$ cat src/sv/window_line_fit_intercept_unit_assert.svh
// Assertion macros for the window line fit intercept unit.
`ifndef WINDOW_LINE_FIT_INTERCEPT_UNIT_ASSERT_SVH
`define WINDOW_LINE_FIT_INTERCEPT_UNIT_ASSERT_SVH

// Same-cycle implication, checked out of reset.
`define WLFI_ASSERT_SAME(label, ante, cons) \
  label: assert property (@(posedge clk) disable iff (!rst_n) (ante) |-> (cons)) \
    else $error("wlfi: same-cycle check failed");

// Next-cycle implication, checked out of reset.
`define WLFI_ASSERT_NEXT(label, ante, cons) \
  label: assert property (@(posedge clk) disable iff (!rst_n) (ante) |=> (cons)) \
    else $error("wlfi: next-cycle check failed");

`endif

$ cat src/sv/wlfi_pkg.sv
// Shared constants for the window line fit intercept unit.
`timescale 1ns / 1ps

package wlfi_pkg;

  localparam int CW         = 14;
  localparam int LIM_W      = 13;
  localparam int CFG_IDX_W  = 2;
  localparam int CFG_DATA_W = 14;

  localparam int WINDOW_DEF = 8;

  localparam logic [CFG_IDX_W-1:0] CFG_CROSSING_LINE_X  = 2'd0;
  localparam logic [CFG_IDX_W-1:0] CFG_LIMIT_HALF_WIDTH = 2'd1;
  localparam logic [CFG_IDX_W-1:0] CFG_EDGE_TARGET      = 2'd2;

  localparam logic signed [CW-1:0] CROSSING_LINE_X_RST  = -14'sd4800;
  localparam logic [LIM_W-1:0]     LIMIT_HALF_WIDTH_RST = 13'd272;
  localparam logic [LIM_W-1:0]     EDGE_TARGET_RST      = 13'd240;

  localparam int COORD_MAX     = 8191;
  localparam int COORD_MIN_MAG = 8192;

endpackage

$ cat src/sv/wlfi_if.sv
// Sample and result channel interfaces.
`timescale 1ns / 1ps

interface wlfi_in_if;
  logic                           valid;
  logic                           ready;
  logic signed [wlfi_pkg::CW-1:0] pos_x;
  logic signed [wlfi_pkg::CW-1:0] pos_y;

  modport source (output valid, output pos_x, output pos_y, input ready);
  modport sink (input valid, input pos_x, input pos_y, output ready);
endinterface

interface wlfi_out_if;
  logic                           valid;
  logic                           ready;
  logic signed [wlfi_pkg::CW-1:0] cross_y;
  logic                           fit_valid;
  logic                           was_clamped;

  modport source (output valid, output cross_y, output fit_valid, output was_clamped,
                  input ready);
  modport sink (input valid, input cross_y, input fit_valid, input was_clamped,
                output ready);
endinterface

$ cat src/sv/wlfi_ram.sv
// Generic simple dual-port RAM with registered read.
`timescale 1ns / 1ps

module wlfi_ram #(
  parameter int WIDTH = 28,
  parameter int DEPTH = 8
) (
  input  logic                     clk,
  input  logic                     we,
  input  logic [$clog2(DEPTH)-1:0] waddr,
  input  logic [WIDTH-1:0]         wdata,
  input  logic                     re,
  input  logic [$clog2(DEPTH)-1:0] raddr,
  output logic [WIDTH-1:0]         rdata
);

  logic [WIDTH-1:0] mem [DEPTH];

  always_ff @(posedge clk) begin
    if (we) begin
      mem[waddr] <= wdata;
    end
    if (re) begin
      rdata <= mem[raddr];
    end
  end

endmodule

$ cat src/sv/window_line_fit_intercept_unit.sv
// Sliding-window least-squares line fit with crossing-line prediction.
//
//   channel | dir | payload                          | transfer
//   in_chan | in  | pos_x, pos_y                     | valid && ready
//   out_chan| out | cross_y, fit_valid, was_clamped  | valid && ready
//   cfg_*   | in  | cfg_index, cfg_data              | cfg_we
//
// Full window and sound fit: the quotient comes from a restoring divider that gives
// one quotient bit per cycle. The sequence ends early when the window is not full or
// the fit is degenerate. One item at a time; the next sample is accepted once the
// result is loaded into the output register.
// Reset: configuration to defaults, window empty; no clearing pass, the fill
// count masks unwritten RAM slots.
// A result waiting on out_chan holds the sequencer in idle with its result pending;
// a new sample is taken while the previous result waits in the output register.
`timescale 1ns / 1ps
`include "window_line_fit_intercept_unit_assert.svh"

module window_line_fit_intercept_unit #(
  parameter int WINDOW = wlfi_pkg::WINDOW_DEF
) (
  input  logic                               clk,
  input  logic                               rst_n,
  wlfi_in_if.sink                            in_chan,
  wlfi_out_if.source                         out_chan,
  input  logic                               cfg_we,
  input  logic [wlfi_pkg::CFG_IDX_W-1:0]     cfg_index,
  input  logic [wlfi_pkg::CFG_DATA_W-1:0]    cfg_data
);

  localparam int CW   = wlfi_pkg::CW;
  localparam int LG   = $clog2(WINDOW);
  localparam int AW   = (LG < 1) ? 1 : LG;
  localparam int FW   = $clog2(WINDOW + 1);
  localparam int SXW  = CW + LG;
  localparam int SQW  = 2 * CW + LG;
  localparam int DW   = 2 * CW + 2 * LG + 1;
  localparam int NW   = 3 * CW + 2 * LG + 1;
  localparam int PW   = DW + SXW;
  localparam int CNTW = $clog2(NW);

  localparam logic [3:0] S_IDLE = 4'd0;
  localparam logic [3:0] S_OLD  = 4'd1;
  localparam logic [3:0] S_M1   = 4'd2;
  localparam logic [3:0] S_M2   = 4'd3;
  localparam logic [3:0] S_M3   = 4'd4;
  localparam logic [3:0] S_M4   = 4'd5;
  localparam logic [3:0] S_M5   = 4'd6;
  localparam logic [3:0] S_M6   = 4'd7;
  localparam logic [3:0] S_M7   = 4'd8;
  localparam logic [3:0] S_M8   = 4'd9;
  localparam logic [3:0] S_M9   = 4'd10;
  localparam logic [3:0] S_M10  = 4'd11;
  localparam logic [3:0] S_NUM  = 4'd12;
  localparam logic [3:0] S_ABS  = 4'd13;
  localparam logic [3:0] S_DIV  = 4'd14;
  localparam logic [3:0] S_FIN  = 4'd15;

  logic [3:0] state_r;
  logic [3:0] state_nxt;
  logic       done_r;
  logic       done_nxt;

  logic signed [CW-1:0]          clx_r;
  logic [wlfi_pkg::LIM_W-1:0]    lim_r;
  logic [wlfi_pkg::LIM_W-1:0]    edge_r;

  logic signed [CW-1:0]  x_r;
  logic signed [CW-1:0]  y_r;
  logic signed [CW-1:0]  old_x_r;
  logic signed [CW-1:0]  old_y_r;
  logic signed [CW-1:0]  old_x_mux;
  logic signed [CW-1:0]  old_y_mux;
  logic [AW-1:0]         slot_r;
  logic [FW-1:0]         fill_r;
  logic [FW-1:0]         fill_inc;

  logic signed [SXW-1:0] sum_x_r;
  logic signed [SXW-1:0] sum_y_r;
  logic signed [SQW-1:0] sum_yy_r;
  logic signed [SQW-1:0] sum_xy_r;
  logic signed [DW-1:0]  den_r;
  logic signed [DW-1:0]  kn_r;
  logic signed [NW-1:0]  bn_r;
  logic signed [NW-1:0]  num_r;

  logic signed [DW-1:0]  mul_a;
  logic signed [SXW-1:0] mul_b;
  logic signed [PW-1:0]  prod_r;

  logic [NW-1:0]   dvd_r;
  logic [DW-1:0]   dvs_r;
  logic [DW-1:0]   rem_r;
  logic            neg_r;
  logic [CNTW-1:0] cnt_r;
  logic [DW:0]     rem_sh;
  logic [DW:0]     rem_diff;

  logic signed [CW:0] q_sat;
  logic signed [CW:0] lim_s;
  logic signed [CW:0] edge_s;
  logic               clamp;

  logic signed [CW-1:0] res_cross_r;
  logic                 res_valid_r;
  logic                 res_clamp_r;

  logic                 out_valid_r;
  logic signed [CW-1:0] out_cross_r;
  logic                 out_fit_r;
  logic                 out_clamp_r;

  logic            in_xfer;
  logic [2*CW-1:0] ram_rdata;

  assign in_chan.ready = (state_r == S_IDLE) && !done_r;
  assign in_xfer       = in_chan.valid && in_chan.ready;

  assign out_chan.valid       = out_valid_r;
  assign out_chan.cross_y     = out_cross_r;
  assign out_chan.fit_valid   = out_fit_r;
  assign out_chan.was_clamped = out_clamp_r;

  wlfi_ram #(
    .WIDTH (2 * CW),
    .DEPTH (WINDOW)
  ) u_window_ram (
    .clk   (clk),
    .we    (state_r == S_OLD),
    .waddr (slot_r[LG-1:0]),
    .wdata ({x_r, y_r}),
    .re    (in_xfer),
    .raddr (slot_r[LG-1:0]),
    .rdata (ram_rdata)
  );

  assign old_x_mux = (fill_r == FW'(WINDOW)) ? signed'(ram_rdata[2*CW-1:CW]) : '0;
  assign old_y_mux = (fill_r == FW'(WINDOW)) ? signed'(ram_rdata[CW-1:0]) : '0;
  assign fill_inc  = (fill_r == FW'(WINDOW)) ? fill_r : fill_r + FW'(1);

  always_comb begin
    mul_a = '0;
    mul_b = '0;
    case (state_r)
      S_OLD: begin
        mul_a = DW'(y_r);
        mul_b = SXW'(y_r);
      end
      S_M1: begin
        mul_a = DW'(old_y_r);
        mul_b = SXW'(old_y_r);
      end
      S_M2: begin
        mul_a = DW'(x_r);
        mul_b = SXW'(y_r);
      end
      S_M3: begin
        mul_a = DW'(old_x_r);
        mul_b = SXW'(old_y_r);
      end
      S_M4: begin
        mul_a = DW'(sum_yy_r);
        mul_b = SXW'(WINDOW);
      end
      S_M5: begin
        mul_a = DW'(sum_y_r);
        mul_b = sum_y_r;
      end
      S_M6: begin
        mul_a = DW'(sum_xy_r);
        mul_b = SXW'(WINDOW);
      end
      S_M7: begin
        mul_a = DW'(sum_y_r);
        mul_b = sum_x_r;
      end
      S_M8: begin
        mul_a = DW'(sum_yy_r);
        mul_b = sum_x_r;
      end
      S_M9: begin
        mul_a = DW'(sum_xy_r);
        mul_b = sum_y_r;
      end
      S_M10: begin
        mul_a = den_r;
        mul_b = SXW'(clx_r);
      end
      default: begin
        mul_a = '0;
        mul_b = '0;
      end
    endcase
  end

  assign rem_sh   = {rem_r, dvd_r[NW-1]};
  assign rem_diff = rem_sh - {1'b0, dvs_r};

  always_comb begin
    if (neg_r) begin
      if (dvd_r > NW'(wlfi_pkg::COORD_MIN_MAG)) begin
        q_sat = -(CW + 1)'(wlfi_pkg::COORD_MIN_MAG);
      end else begin
        q_sat = -signed'({1'b0, dvd_r[CW-1:0]});
      end
    end else begin
      if (dvd_r > NW'(wlfi_pkg::COORD_MAX)) begin
        q_sat = (CW + 1)'(wlfi_pkg::COORD_MAX);
      end else begin
        q_sat = signed'({1'b0, dvd_r[CW-1:0]});
      end
    end
  end

  assign lim_s  = signed'({2'b00, lim_r});
  assign edge_s = signed'({2'b00, edge_r});
  assign clamp  = (q_sat > lim_s) || (q_sat < -lim_s);

  always_comb begin
    state_nxt = state_r;
    done_nxt  = done_r;
    case (state_r)
      S_IDLE: begin
        if (done_r) begin
          if (!out_valid_r || out_chan.ready) begin
            done_nxt = 1'b0;
          end
        end else if (in_xfer) begin
          state_nxt = S_OLD;
        end
      end
      S_OLD:  state_nxt = S_M1;
      S_M1:   state_nxt = S_M2;
      S_M2:   state_nxt = S_M3;
      S_M3:   state_nxt = S_M4;
      S_M4: begin
        if (fill_inc == FW'(WINDOW)) begin
          state_nxt = S_M5;
        end else begin
          state_nxt = S_IDLE;
          done_nxt  = 1'b1;
        end
      end
      S_M5:   state_nxt = S_M6;
      S_M6:   state_nxt = S_M7;
      S_M7:   state_nxt = S_M8;
      S_M8:   state_nxt = S_M9;
      S_M9:   state_nxt = S_M10;
      S_M10: begin
        if (den_r == '0 || kn_r == '0) begin
          state_nxt = S_IDLE;
          done_nxt  = 1'b1;
        end else begin
          state_nxt = S_NUM;
        end
      end
      S_NUM:  state_nxt = S_ABS;
      S_ABS:  state_nxt = S_DIV;
      S_DIV: begin
        if (cnt_r == '0) begin
          state_nxt = S_FIN;
        end
      end
      S_FIN: begin
        state_nxt = S_IDLE;
        done_nxt  = 1'b1;
      end
      default: state_nxt = S_IDLE;
    endcase
  end

  always_ff @(posedge clk) begin
    if (!rst_n) begin
      state_r     <= S_IDLE;
      done_r      <= 1'b0;
      slot_r      <= '0;
      fill_r      <= '0;
      sum_x_r     <= '0;
      sum_y_r     <= '0;
      sum_yy_r    <= '0;
      sum_xy_r    <= '0;
      out_valid_r <= 1'b0;
      clx_r       <= wlfi_pkg::CROSSING_LINE_X_RST;
      lim_r       <= wlfi_pkg::LIMIT_HALF_WIDTH_RST;
      edge_r      <= wlfi_pkg::EDGE_TARGET_RST;
    end else begin
      state_r <= state_nxt;
      done_r  <= done_nxt;

      if (cfg_we) begin
        case (cfg_index)
          wlfi_pkg::CFG_CROSSING_LINE_X:  clx_r  <= signed'(cfg_data[CW-1:0]);
          wlfi_pkg::CFG_LIMIT_HALF_WIDTH: lim_r  <= cfg_data[wlfi_pkg::LIM_W-1:0];
          wlfi_pkg::CFG_EDGE_TARGET:      edge_r <= cfg_data[wlfi_pkg::LIM_W-1:0];
          default: ;
        endcase
      end

      if (done_r && (!out_valid_r || out_chan.ready)) begin
        out_valid_r <= 1'b1;
      end else if (out_chan.ready) begin
        out_valid_r <= 1'b0;
      end

      case (state_r)
        S_OLD: begin
          sum_x_r <= sum_x_r + SXW'(x_r) - SXW'(old_x_mux);
          sum_y_r <= sum_y_r + SXW'(y_r) - SXW'(old_y_mux);
        end
        S_M1: sum_yy_r <= sum_yy_r + signed'(prod_r[SQW-1:0]);
        S_M2: sum_yy_r <= sum_yy_r - signed'(prod_r[SQW-1:0]);
        S_M3: sum_xy_r <= sum_xy_r + signed'(prod_r[SQW-1:0]);
        S_M4: begin
          sum_xy_r <= sum_xy_r - signed'(prod_r[SQW-1:0]);
          fill_r   <= fill_inc;
          if (slot_r == AW'(WINDOW - 1)) begin
            slot_r <= '0;
          end else begin
            slot_r <= slot_r + AW'(1);
          end
        end
        default: ;
      endcase
    end
  end

  always_ff @(posedge clk) begin
    prod_r <= mul_a * mul_b;

    if (in_xfer) begin
      x_r <= in_chan.pos_x;
      y_r <= in_chan.pos_y;
    end

    if (done_r && (!out_valid_r || out_chan.ready)) begin
      out_cross_r <= res_cross_r;
      out_fit_r   <= res_valid_r;
      out_clamp_r <= res_clamp_r;
    end

    case (state_r)
      S_OLD: begin
        old_x_r <= old_x_mux;
        old_y_r <= old_y_mux;
      end
      S_M4: begin
        res_cross_r <= '0;
        res_valid_r <= 1'b0;
        res_clamp_r <= 1'b0;
      end
      S_M5:  den_r <= signed'(prod_r[DW-1:0]);
      S_M6:  den_r <= den_r - signed'(prod_r[DW-1:0]);
      S_M7:  kn_r  <= signed'(prod_r[DW-1:0]);
      S_M8:  kn_r  <= kn_r - signed'(prod_r[DW-1:0]);
      S_M9:  bn_r  <= signed'(prod_r[NW-1:0]);
      S_M10: bn_r  <= bn_r - signed'(prod_r[NW-1:0]);
      S_NUM: num_r <= signed'(prod_r[NW-1:0]) - bn_r;
      S_ABS: begin
        dvd_r <= num_r[NW-1] ? NW'(-num_r) : NW'(num_r);
        dvs_r <= kn_r[DW-1] ? DW'(-kn_r) : DW'(kn_r);
        neg_r <= num_r[NW-1] ^ kn_r[DW-1];
        rem_r <= '0;
        cnt_r <= CNTW'(NW - 1);
      end
      S_DIV: begin
        cnt_r <= cnt_r - CNTW'(1);
        if (!rem_diff[DW]) begin
          rem_r <= rem_diff[DW-1:0];
          dvd_r <= {dvd_r[NW-2:0], 1'b1};
        end else begin
          rem_r <= rem_sh[DW-1:0];
          dvd_r <= {dvd_r[NW-2:0], 1'b0};
        end
      end
      S_FIN: begin
        res_valid_r <= 1'b1;
        res_clamp_r <= clamp;
        if (clamp) begin
          res_cross_r <= (q_sat > 0) ? edge_s[CW-1:0] : CW'(-edge_s);
        end else begin
          res_cross_r <= q_sat[CW-1:0];
        end
      end
      default: ;
    endcase
  end

  `WLFI_ASSERT_NEXT(a_xfer_reads_window, in_xfer, state_r == S_OLD)
  `WLFI_ASSERT_SAME(a_div_needs_full, state_r == S_DIV, fill_r == FW'(WINDOW))
  `WLFI_ASSERT_SAME(a_div_nonzero_divisor, state_r == S_ABS, kn_r != '0)
  `WLFI_ASSERT_SAME(a_clamp_implies_fit, out_valid_r && out_clamp_r, out_fit_r)
  `WLFI_ASSERT_SAME(a_invalid_is_zero, out_valid_r && !out_fit_r, out_cross_r == '0)

endmodule

$ cat src/flat_wrapper.sv
// flat-port wrapper written by rule: the top's interface ports become plain ports
module window_line_fit_intercept_unit_flat 
#(
  parameter int WINDOW = wlfi_pkg::WINDOW_DEF
)
  (clk, rst_n, cfg_we, cfg_index, cfg_data, in_chan_valid, in_chan_pos_x, in_chan_pos_y, in_chan_ready, out_chan_valid, out_chan_cross_y, out_chan_fit_valid, out_chan_was_clamped, out_chan_ready);
  wlfi_in_if in_chan_i ();
  wlfi_out_if out_chan_i ();
  input  logic clk;
  input  logic rst_n;
  input  logic cfg_we;
  input  logic [wlfi_pkg::CFG_IDX_W-1:0] cfg_index;
  input  logic [wlfi_pkg::CFG_DATA_W-1:0] cfg_data;
  input wire logic [$bits(in_chan_i.valid)-1:0] in_chan_valid;
  input wire logic [$bits(in_chan_i.pos_x)-1:0] in_chan_pos_x;
  input wire logic [$bits(in_chan_i.pos_y)-1:0] in_chan_pos_y;
  output wire logic [$bits(in_chan_i.ready)-1:0] in_chan_ready;
  output wire logic [$bits(out_chan_i.valid)-1:0] out_chan_valid;
  output wire logic [$bits(out_chan_i.cross_y)-1:0] out_chan_cross_y;
  output wire logic [$bits(out_chan_i.fit_valid)-1:0] out_chan_fit_valid;
  output wire logic [$bits(out_chan_i.was_clamped)-1:0] out_chan_was_clamped;
  input wire logic [$bits(out_chan_i.ready)-1:0] out_chan_ready;
  assign in_chan_i.valid = in_chan_valid;
  assign in_chan_i.pos_x = in_chan_pos_x;
  assign in_chan_i.pos_y = in_chan_pos_y;
  assign in_chan_ready = in_chan_i.ready;
  assign out_chan_valid = out_chan_i.valid;
  assign out_chan_cross_y = out_chan_i.cross_y;
  assign out_chan_fit_valid = out_chan_i.fit_valid;
  assign out_chan_was_clamped = out_chan_i.was_clamped;
  assign out_chan_i.ready = out_chan_ready;
  window_line_fit_intercept_unit #(.WINDOW(WINDOW)) u_core (.clk(clk), .rst_n(rst_n), .in_chan(in_chan_i), .out_chan(out_chan_i), .cfg_we(cfg_we), .cfg_index(cfg_index), .cfg_data(cfg_data));
endmodule
$ cat config.mk
export PLATFORM = sky130hd
export DESIGN_NAME = window_line_fit_intercept_unit_flat
export DESIGN_NICKNAME = d
export VERILOG_FILES = /design/src/sv/wlfi_pkg.sv /design/src/sv/wlfi_if.sv /design/src/sv/wlfi_ram.sv /design/src/sv/window_line_fit_intercept_unit.sv /design/src/flat_wrapper.sv
export VERILOG_INCLUDE_DIRS = /design/src /design/src/sv
export SDC_FILE = /design/constraint.sdc
export NUM_CORES = 2
export LEC_CHECK = 0
export BUFFER_PORTS_ARGS = -buffer_cell sky130_fd_sc_hd__buf_2
export CAP_MARGIN = 10
export CORE_MARGIN = 3
export CORE_UTILIZATION = 52
export DETAILED_ROUTE_END_ITERATION = 8
export HOLD_SLACK_MARGIN = 0.03
export PLACE_DENSITY = 0.68
export SYNTH_ARGS = -nofsm -noshare
export SYNTH_HDL_FRONTEND = slang
export SYNTH_HIERARCHICAL = 1
export SYNTH_SLANG_ARGS = --single-unit
export TNS_END_PERCENT = 5
$ cat constraint.sdc
create_clock -name clk -period 15.9 [get_ports clk]
set_input_delay 0 -clock clk [delete_from_list [all_inputs] [get_ports clk]]
set_output_delay 0 -clock clk [all_outputs]
set_load 0.005 [all_outputs]
==> load_flow_metrics.sql <==
INSERT INTO impl_metrics (metric_group, metric, value, unit) VALUES
('logic_synthesis', 'synthDominantAreaCellType', 'sky130_fd_sc_hd__edfxtp_1', ''),
('detailed_routing', 'drt_first_pass_iters', '9', ''),
('timing', 'slew_violations', '0', ''),
('power_and_ir_drop', 'pwr_density_cell', '186', 'mW/mm^2'),
('floorplanning', 'dieHeight', '373', 'um'),
('timing', 'fmax', '98.0', 'MHz'),
('clock_tree', 'cts.path.max_buffers', '3', ''),
('clock_tree', 'clkTransAtPathRegs', '0.07', 'ns'),
('clock_tree', 'postCtsResizedCells', '0', ''),
('timing', 'hold-worst-slack', '0.110', 'ns'),
('timing', 'hold_viol', '0', ''),
('placed_design', 'hpwlAfterDp', '151000', 'um'),
('clock_tree', 'worstSkewPairLatency', '0.72', 'ns'),
('detailed_routing', 'via_count', '54400', ''),
('floorplanning', 'floorplan.die.width', '373', 'um'),
('layout', 'final_layout_size_suffix_gt1_share', '6.42', '%'),
('timing', 'worstMarginPinSlew', '1.17', 'ns'),
('detailed_routing', 'via_per_inst', '5.90', ''),
('logic_synthesis', 'synth.yosys.seq_area_share', '32.8', '%'),
('placed_design', 'port_buffers', '66', ''),
('floorplanning', 'core', '0.134', 'sq mm'),
('power_and_ir_drop', 'ir_drop', '147', 'uV'),
('power_and_ir_drop', 'power.leakage', '32.2', 'nW'),
('clock_tree', 'cts_max_level', '3', ''),
('timing', 'relSlewSlack', '21.0', '%'),
('timing', 'post-route-min-period', '10.21', 'ns'),
('worst_setup_path', 'slowest_delay', '0.86', 'ns'),
('logic_synthesis', 'postSynth.asyncResetShare', '0', '%'),
('logic_synthesis', 'post_synthesis_net_count', '8447', ''),
('logic_synthesis', 'avgSynthCellArea', '9.53', 'sq um'),
('detailed_routing', 'post-route-drc-count', '19', ''),
('logic_synthesis', 'yosysWarningCount', '6', ''),
('outcome', 'outcome', 'finished with violations', ''),
('timing', 'final.setup_skew', '0.0662', 'ns'),
('worst_setup_path', 'cp_data_arrival_time', '10.82', 'ns'),
('worst_setup_path', 'cp.required', '16.51', 'ns'),
('min_path', 'timing.hold.worst.class', 'input pin to register', ''),
('logic_synthesis', 'ys_top_cells_by_area', 'sky130_fd_sc_hd__edfxtp_1, sky130_fd_sc_hd__fa_1, sky130_fd_sc_hd__ha_1, sky130_fd_sc_hd__dfxtp_1, sky130_fd_sc_hd__inv_1', ''),
('logic_synthesis', 'post_synth_inst_count', '7364', ''),
('logic_synthesis', 'synth.distinct_cells', '86', ''),
('clock_tree', 'clkSinkCount', '832', ''),
('clock_tree', 'cts_setup_buffers', '0', ''),
('worst_setup_path', 'critPathMostFrequentCell', 'sky130_fd_sc_hd__fa_1', ''),
('global_routing', 'grt.overflow.total', '0', ''),
('timing', 'setup_repair_after_global_routing_missed_its_margin', 'false', ''),
('layout', 'area_growth_syn_to_layout', '8.98', '%'),
('clock_tree', 'tritoncts_clock_tree', 'yes', ''),
('detailed_routing', 'routed_wire_length_per_instance', '21.6', 'um'),
('floorplanning', 'boundaryPins', '67', ''),
('global_routing', 'grt_pass1_wl', '313000', 'um'),
('worst_setup_path', 'critPathLaunchType', 'register', ''),
('logic_synthesis', 'synth.ff_latch_count', '832', ''),
('layout', 'nets', '8466', ''),
('floorplanning', 'die_area', '0.139', 'sq mm'),
('logic_synthesis', 'post_synth_edffs', '634', ''),
('worst_setup_path', 'crit_path_end_kind', 'register', ''),
('clock_tree', 'cts_buffers', '91', ''),
('logic_synthesis', 'synthDominantCellAreaShare', '27.1', '%'),
('clock_tree', 'clock_tree.root_cell', 'sky130_fd_sc_hd__clkbuf_16', ''),
('floorplanning', 'start_util', '52.5', '%'),
('clock_tree', 'postCtsHoldBufs', '89', ''),
('global_routing', 'first_global_vias', '55100', ''),
('detailed_routing', 'first_iter_violations', '5183', ''),
('logic_synthesis', 'synth-main-ff-cell', 'sky130_fd_sc_hd__edfxtp_1', ''),
('timing', 'post_route_clock_period_utilization', '64.2', '%'),
('worst_setup_path', 'cp_max_fo', '67', ''),
('flow_run', 'max_cap_viol_count', '0', ''),
('worst_setup_path', 'startpoint_to_endpoint_class_of_the_critical_path', 'register to register', ''),
('detailed_routing', 'ant_nets', '0', ''),
('detailed_routing', 'route.final.wire_length', '199000', 'um'),
('global_routing', 'grt_antenna_before_repair', '3', ''),
('outcome', 'failed_checks', 'design-rule violations', ''),
('floorplanning', 'rows', '134', ''),
('timing', 'number_of_setup_violations_in_the_final_report', '0', ''),
('global_routing', 'globalRouteTotalUtil', '28.5', '%'),
('timing', 'setup_tns', '0', 'ns'),
('logic_synthesis', 'synth_area', '0.0702', 'sq mm'),
('worst_setup_path', 'critical_path_top_delay_cell', 'sky130_fd_sc_hd__dfxtp_1', ''),
('global_routing', 'grt_max_degree', '80', ''),
('placed_design', 'finalWeightedCongestion', '0.973', '');
==> registers in the layout (all words and copies together) (netlist names), 28 cells and up <==
signal                     cells
u_core/u_window_ram/rdata     28
u_core/den_r                  35
u_core/bn_r                   49
u_core/num_r                  49
u_core/kn_r                   35
u_core/prod_r                 49
u_core/sum_yy_r               31
u_core/rem_r                  35
u_core/dvd_r                  49
u_core/sum_xy_r               31
u_core/u_window_ram/mem      224
u_core/dvs_r                  35
==> Yosys cell counts (38+ instances only) <==
library cell and number:
sky130_fd_sc_hd__inv_1 912, sky130_fd_sc_hd__nand2_1 897, sky130_fd_sc_hd__nor2_1 682, sky130_fd_sc_hd__edfxtp_1 634, sky130_fd_sc_hd__fa_1 582, sky130_fd_sc_hd__ha_1 452, sky130_fd_sc_hd__a21oi_1 418, sky130_fd_sc_hd__o21ai_0 400
sky130_fd_sc_hd__xnor2_1 329, sky130_fd_sc_hd__clkbuf_1 290, sky130_fd_sc_hd__dfxtp_1 198, sky130_fd_sc_hd__a21o_1 172, sky130_fd_sc_hd__xor2_1 141, sky130_fd_sc_hd__nand3_1 103, sky130_fd_sc_hd__nor3_1 86, sky130_fd_sc_hd__nand2b_1 71
sky130_fd_sc_hd__and2_1 62, sky130_fd_sc_hd__a211oi_1 53, sky130_fd_sc_hd__nor2b_1 51, sky130_fd_sc_hd__mux4_2 50, sky130_fd_sc_hd__nand4_1 47, sky130_fd_sc_hd__o21a_1 47, sky130_fd_sc_hd__a222oi_1 44, sky130_fd_sc_hd__o31ai_1 44
sky130_fd_sc_hd__nor4_1 42, sky130_fd_sc_hd__o21bai_1 39, sky130_fd_sc_hd__a221oi_1 38
==> kinds of logic (layout without fill, tap and decap cells) <==
logic type                 Yosys count  after routing  synth area share, %
AOI/OAI and AO/OA                 1497           1497                 13.7
xor gates and xnor gates           470            470                 5.86
adders and majority gates         1034           1034                 24.7
buffers and inverters             1233           1329                 6.66
DFF                                832            832                 32.8
muxes                              120            120                 2.79
other                                0              2                    0
and+or+nand+nor                   2178           2178                 13.6
==> worst paths after layout <==
path                         start                          to  slack [ns]  cells after the start
max              u_core/state_r[1]           u_core/prod_r[43]        5.69                     30
max reg2reg      u_core/state_r[1]           u_core/prod_r[43]        5.69                     30
min                   cfg_data[10]            u_core/clx_r[10]        0.11                      4
min reg2reg  u_core/res_cross_r[8]  u_core/out_chan.cross_y[8]        0.42                      0
==> where the power goes <==
part,internal (mW),switching [mW]
clock,1.25,0.926
sequential,2.72,0.398
combinational,3.49,5.48
==> stage by stage <==
stage	setup WS, ns	utilization, %	power (mW)	cells	cell area, sq um
after floorplan	6.88	-	9.43	7364	70200
after global placement	6.09	54.2	11.7	8969	72500
after detailed placement	5.94	54.2	11.9	8969	72500
after CTS	5.86	57.2	14.1	9228	76500
after global routing	5.17	57.2	15.5	9229	76500
final	5.69	57.2	14.3	9230	76500
==> routing by layer <==
| layer | wire length, um | up-vias | global-route usage (%) |
|---|---|---|---|
| li1 | - | 25100 | - |
| met1 | 83600 | 26700 | 38.7 |
| met2 | 89900 | 2221 | 45.7 |
| met3 | 17500 | 427 | 5.33 |
| met4 | 8030 | 0 | 10.3 |
| met5 | 0 | - | 0 |
==> worst max-delay path, delay by kind of cell, from the launching register on <==
kind                     cells  cell delay [ns]
AO/OA/AOI/OAI                9             3.32
flip-flops                   1             0.86
AND/OR/NAND/NOR              8             1.19
buffers and inverters        5             1.24
adder cells (fa/ha/maj)      7             3.31
XOR/XNOR                     1             0.15
==> final cells by class <==
| class | count | area, sq um |
|---|---|---|
| diodes | 2 | 5.00 |
| clock buffers | 119 | 2560 |
| clock inverters | 51 | 543 |
| fillers | 11600 | 57300 |
| inverters | 913 | 3430 |
| multi-input cells | 5299 | 42900 |
| flip-flops and latches | 832 | 23000 |
| well taps | 1768 | 2210 |
| repair buffers | 246 | 1900 |
==> cells in the final DEF (no fill, tap or decap), types with 96 or more instances in the layout <==
cell type and n:
sky130_fd_sc_hd__o21ai_0 400, sky130_fd_sc_hd__a21o_1 172, sky130_fd_sc_hd__a21oi_1 415, sky130_fd_sc_hd__nand2_1 895
sky130_fd_sc_hd__xor2_1 141, sky130_fd_sc_hd__ha_1 452, sky130_fd_sc_hd__fa_1 582, sky130_fd_sc_hd__dfxtp_1 196
sky130_fd_sc_hd__clkbuf_16 96, sky130_fd_sc_hd__xnor2_1 329, sky130_fd_sc_hd__inv_1 911, sky130_fd_sc_hd__nor2_1 669
sky130_fd_sc_hd__edfxtp_1 634, sky130_fd_sc_hd__nand3_1 101
No activity file was read; power rests on OpenSTA's default activity.
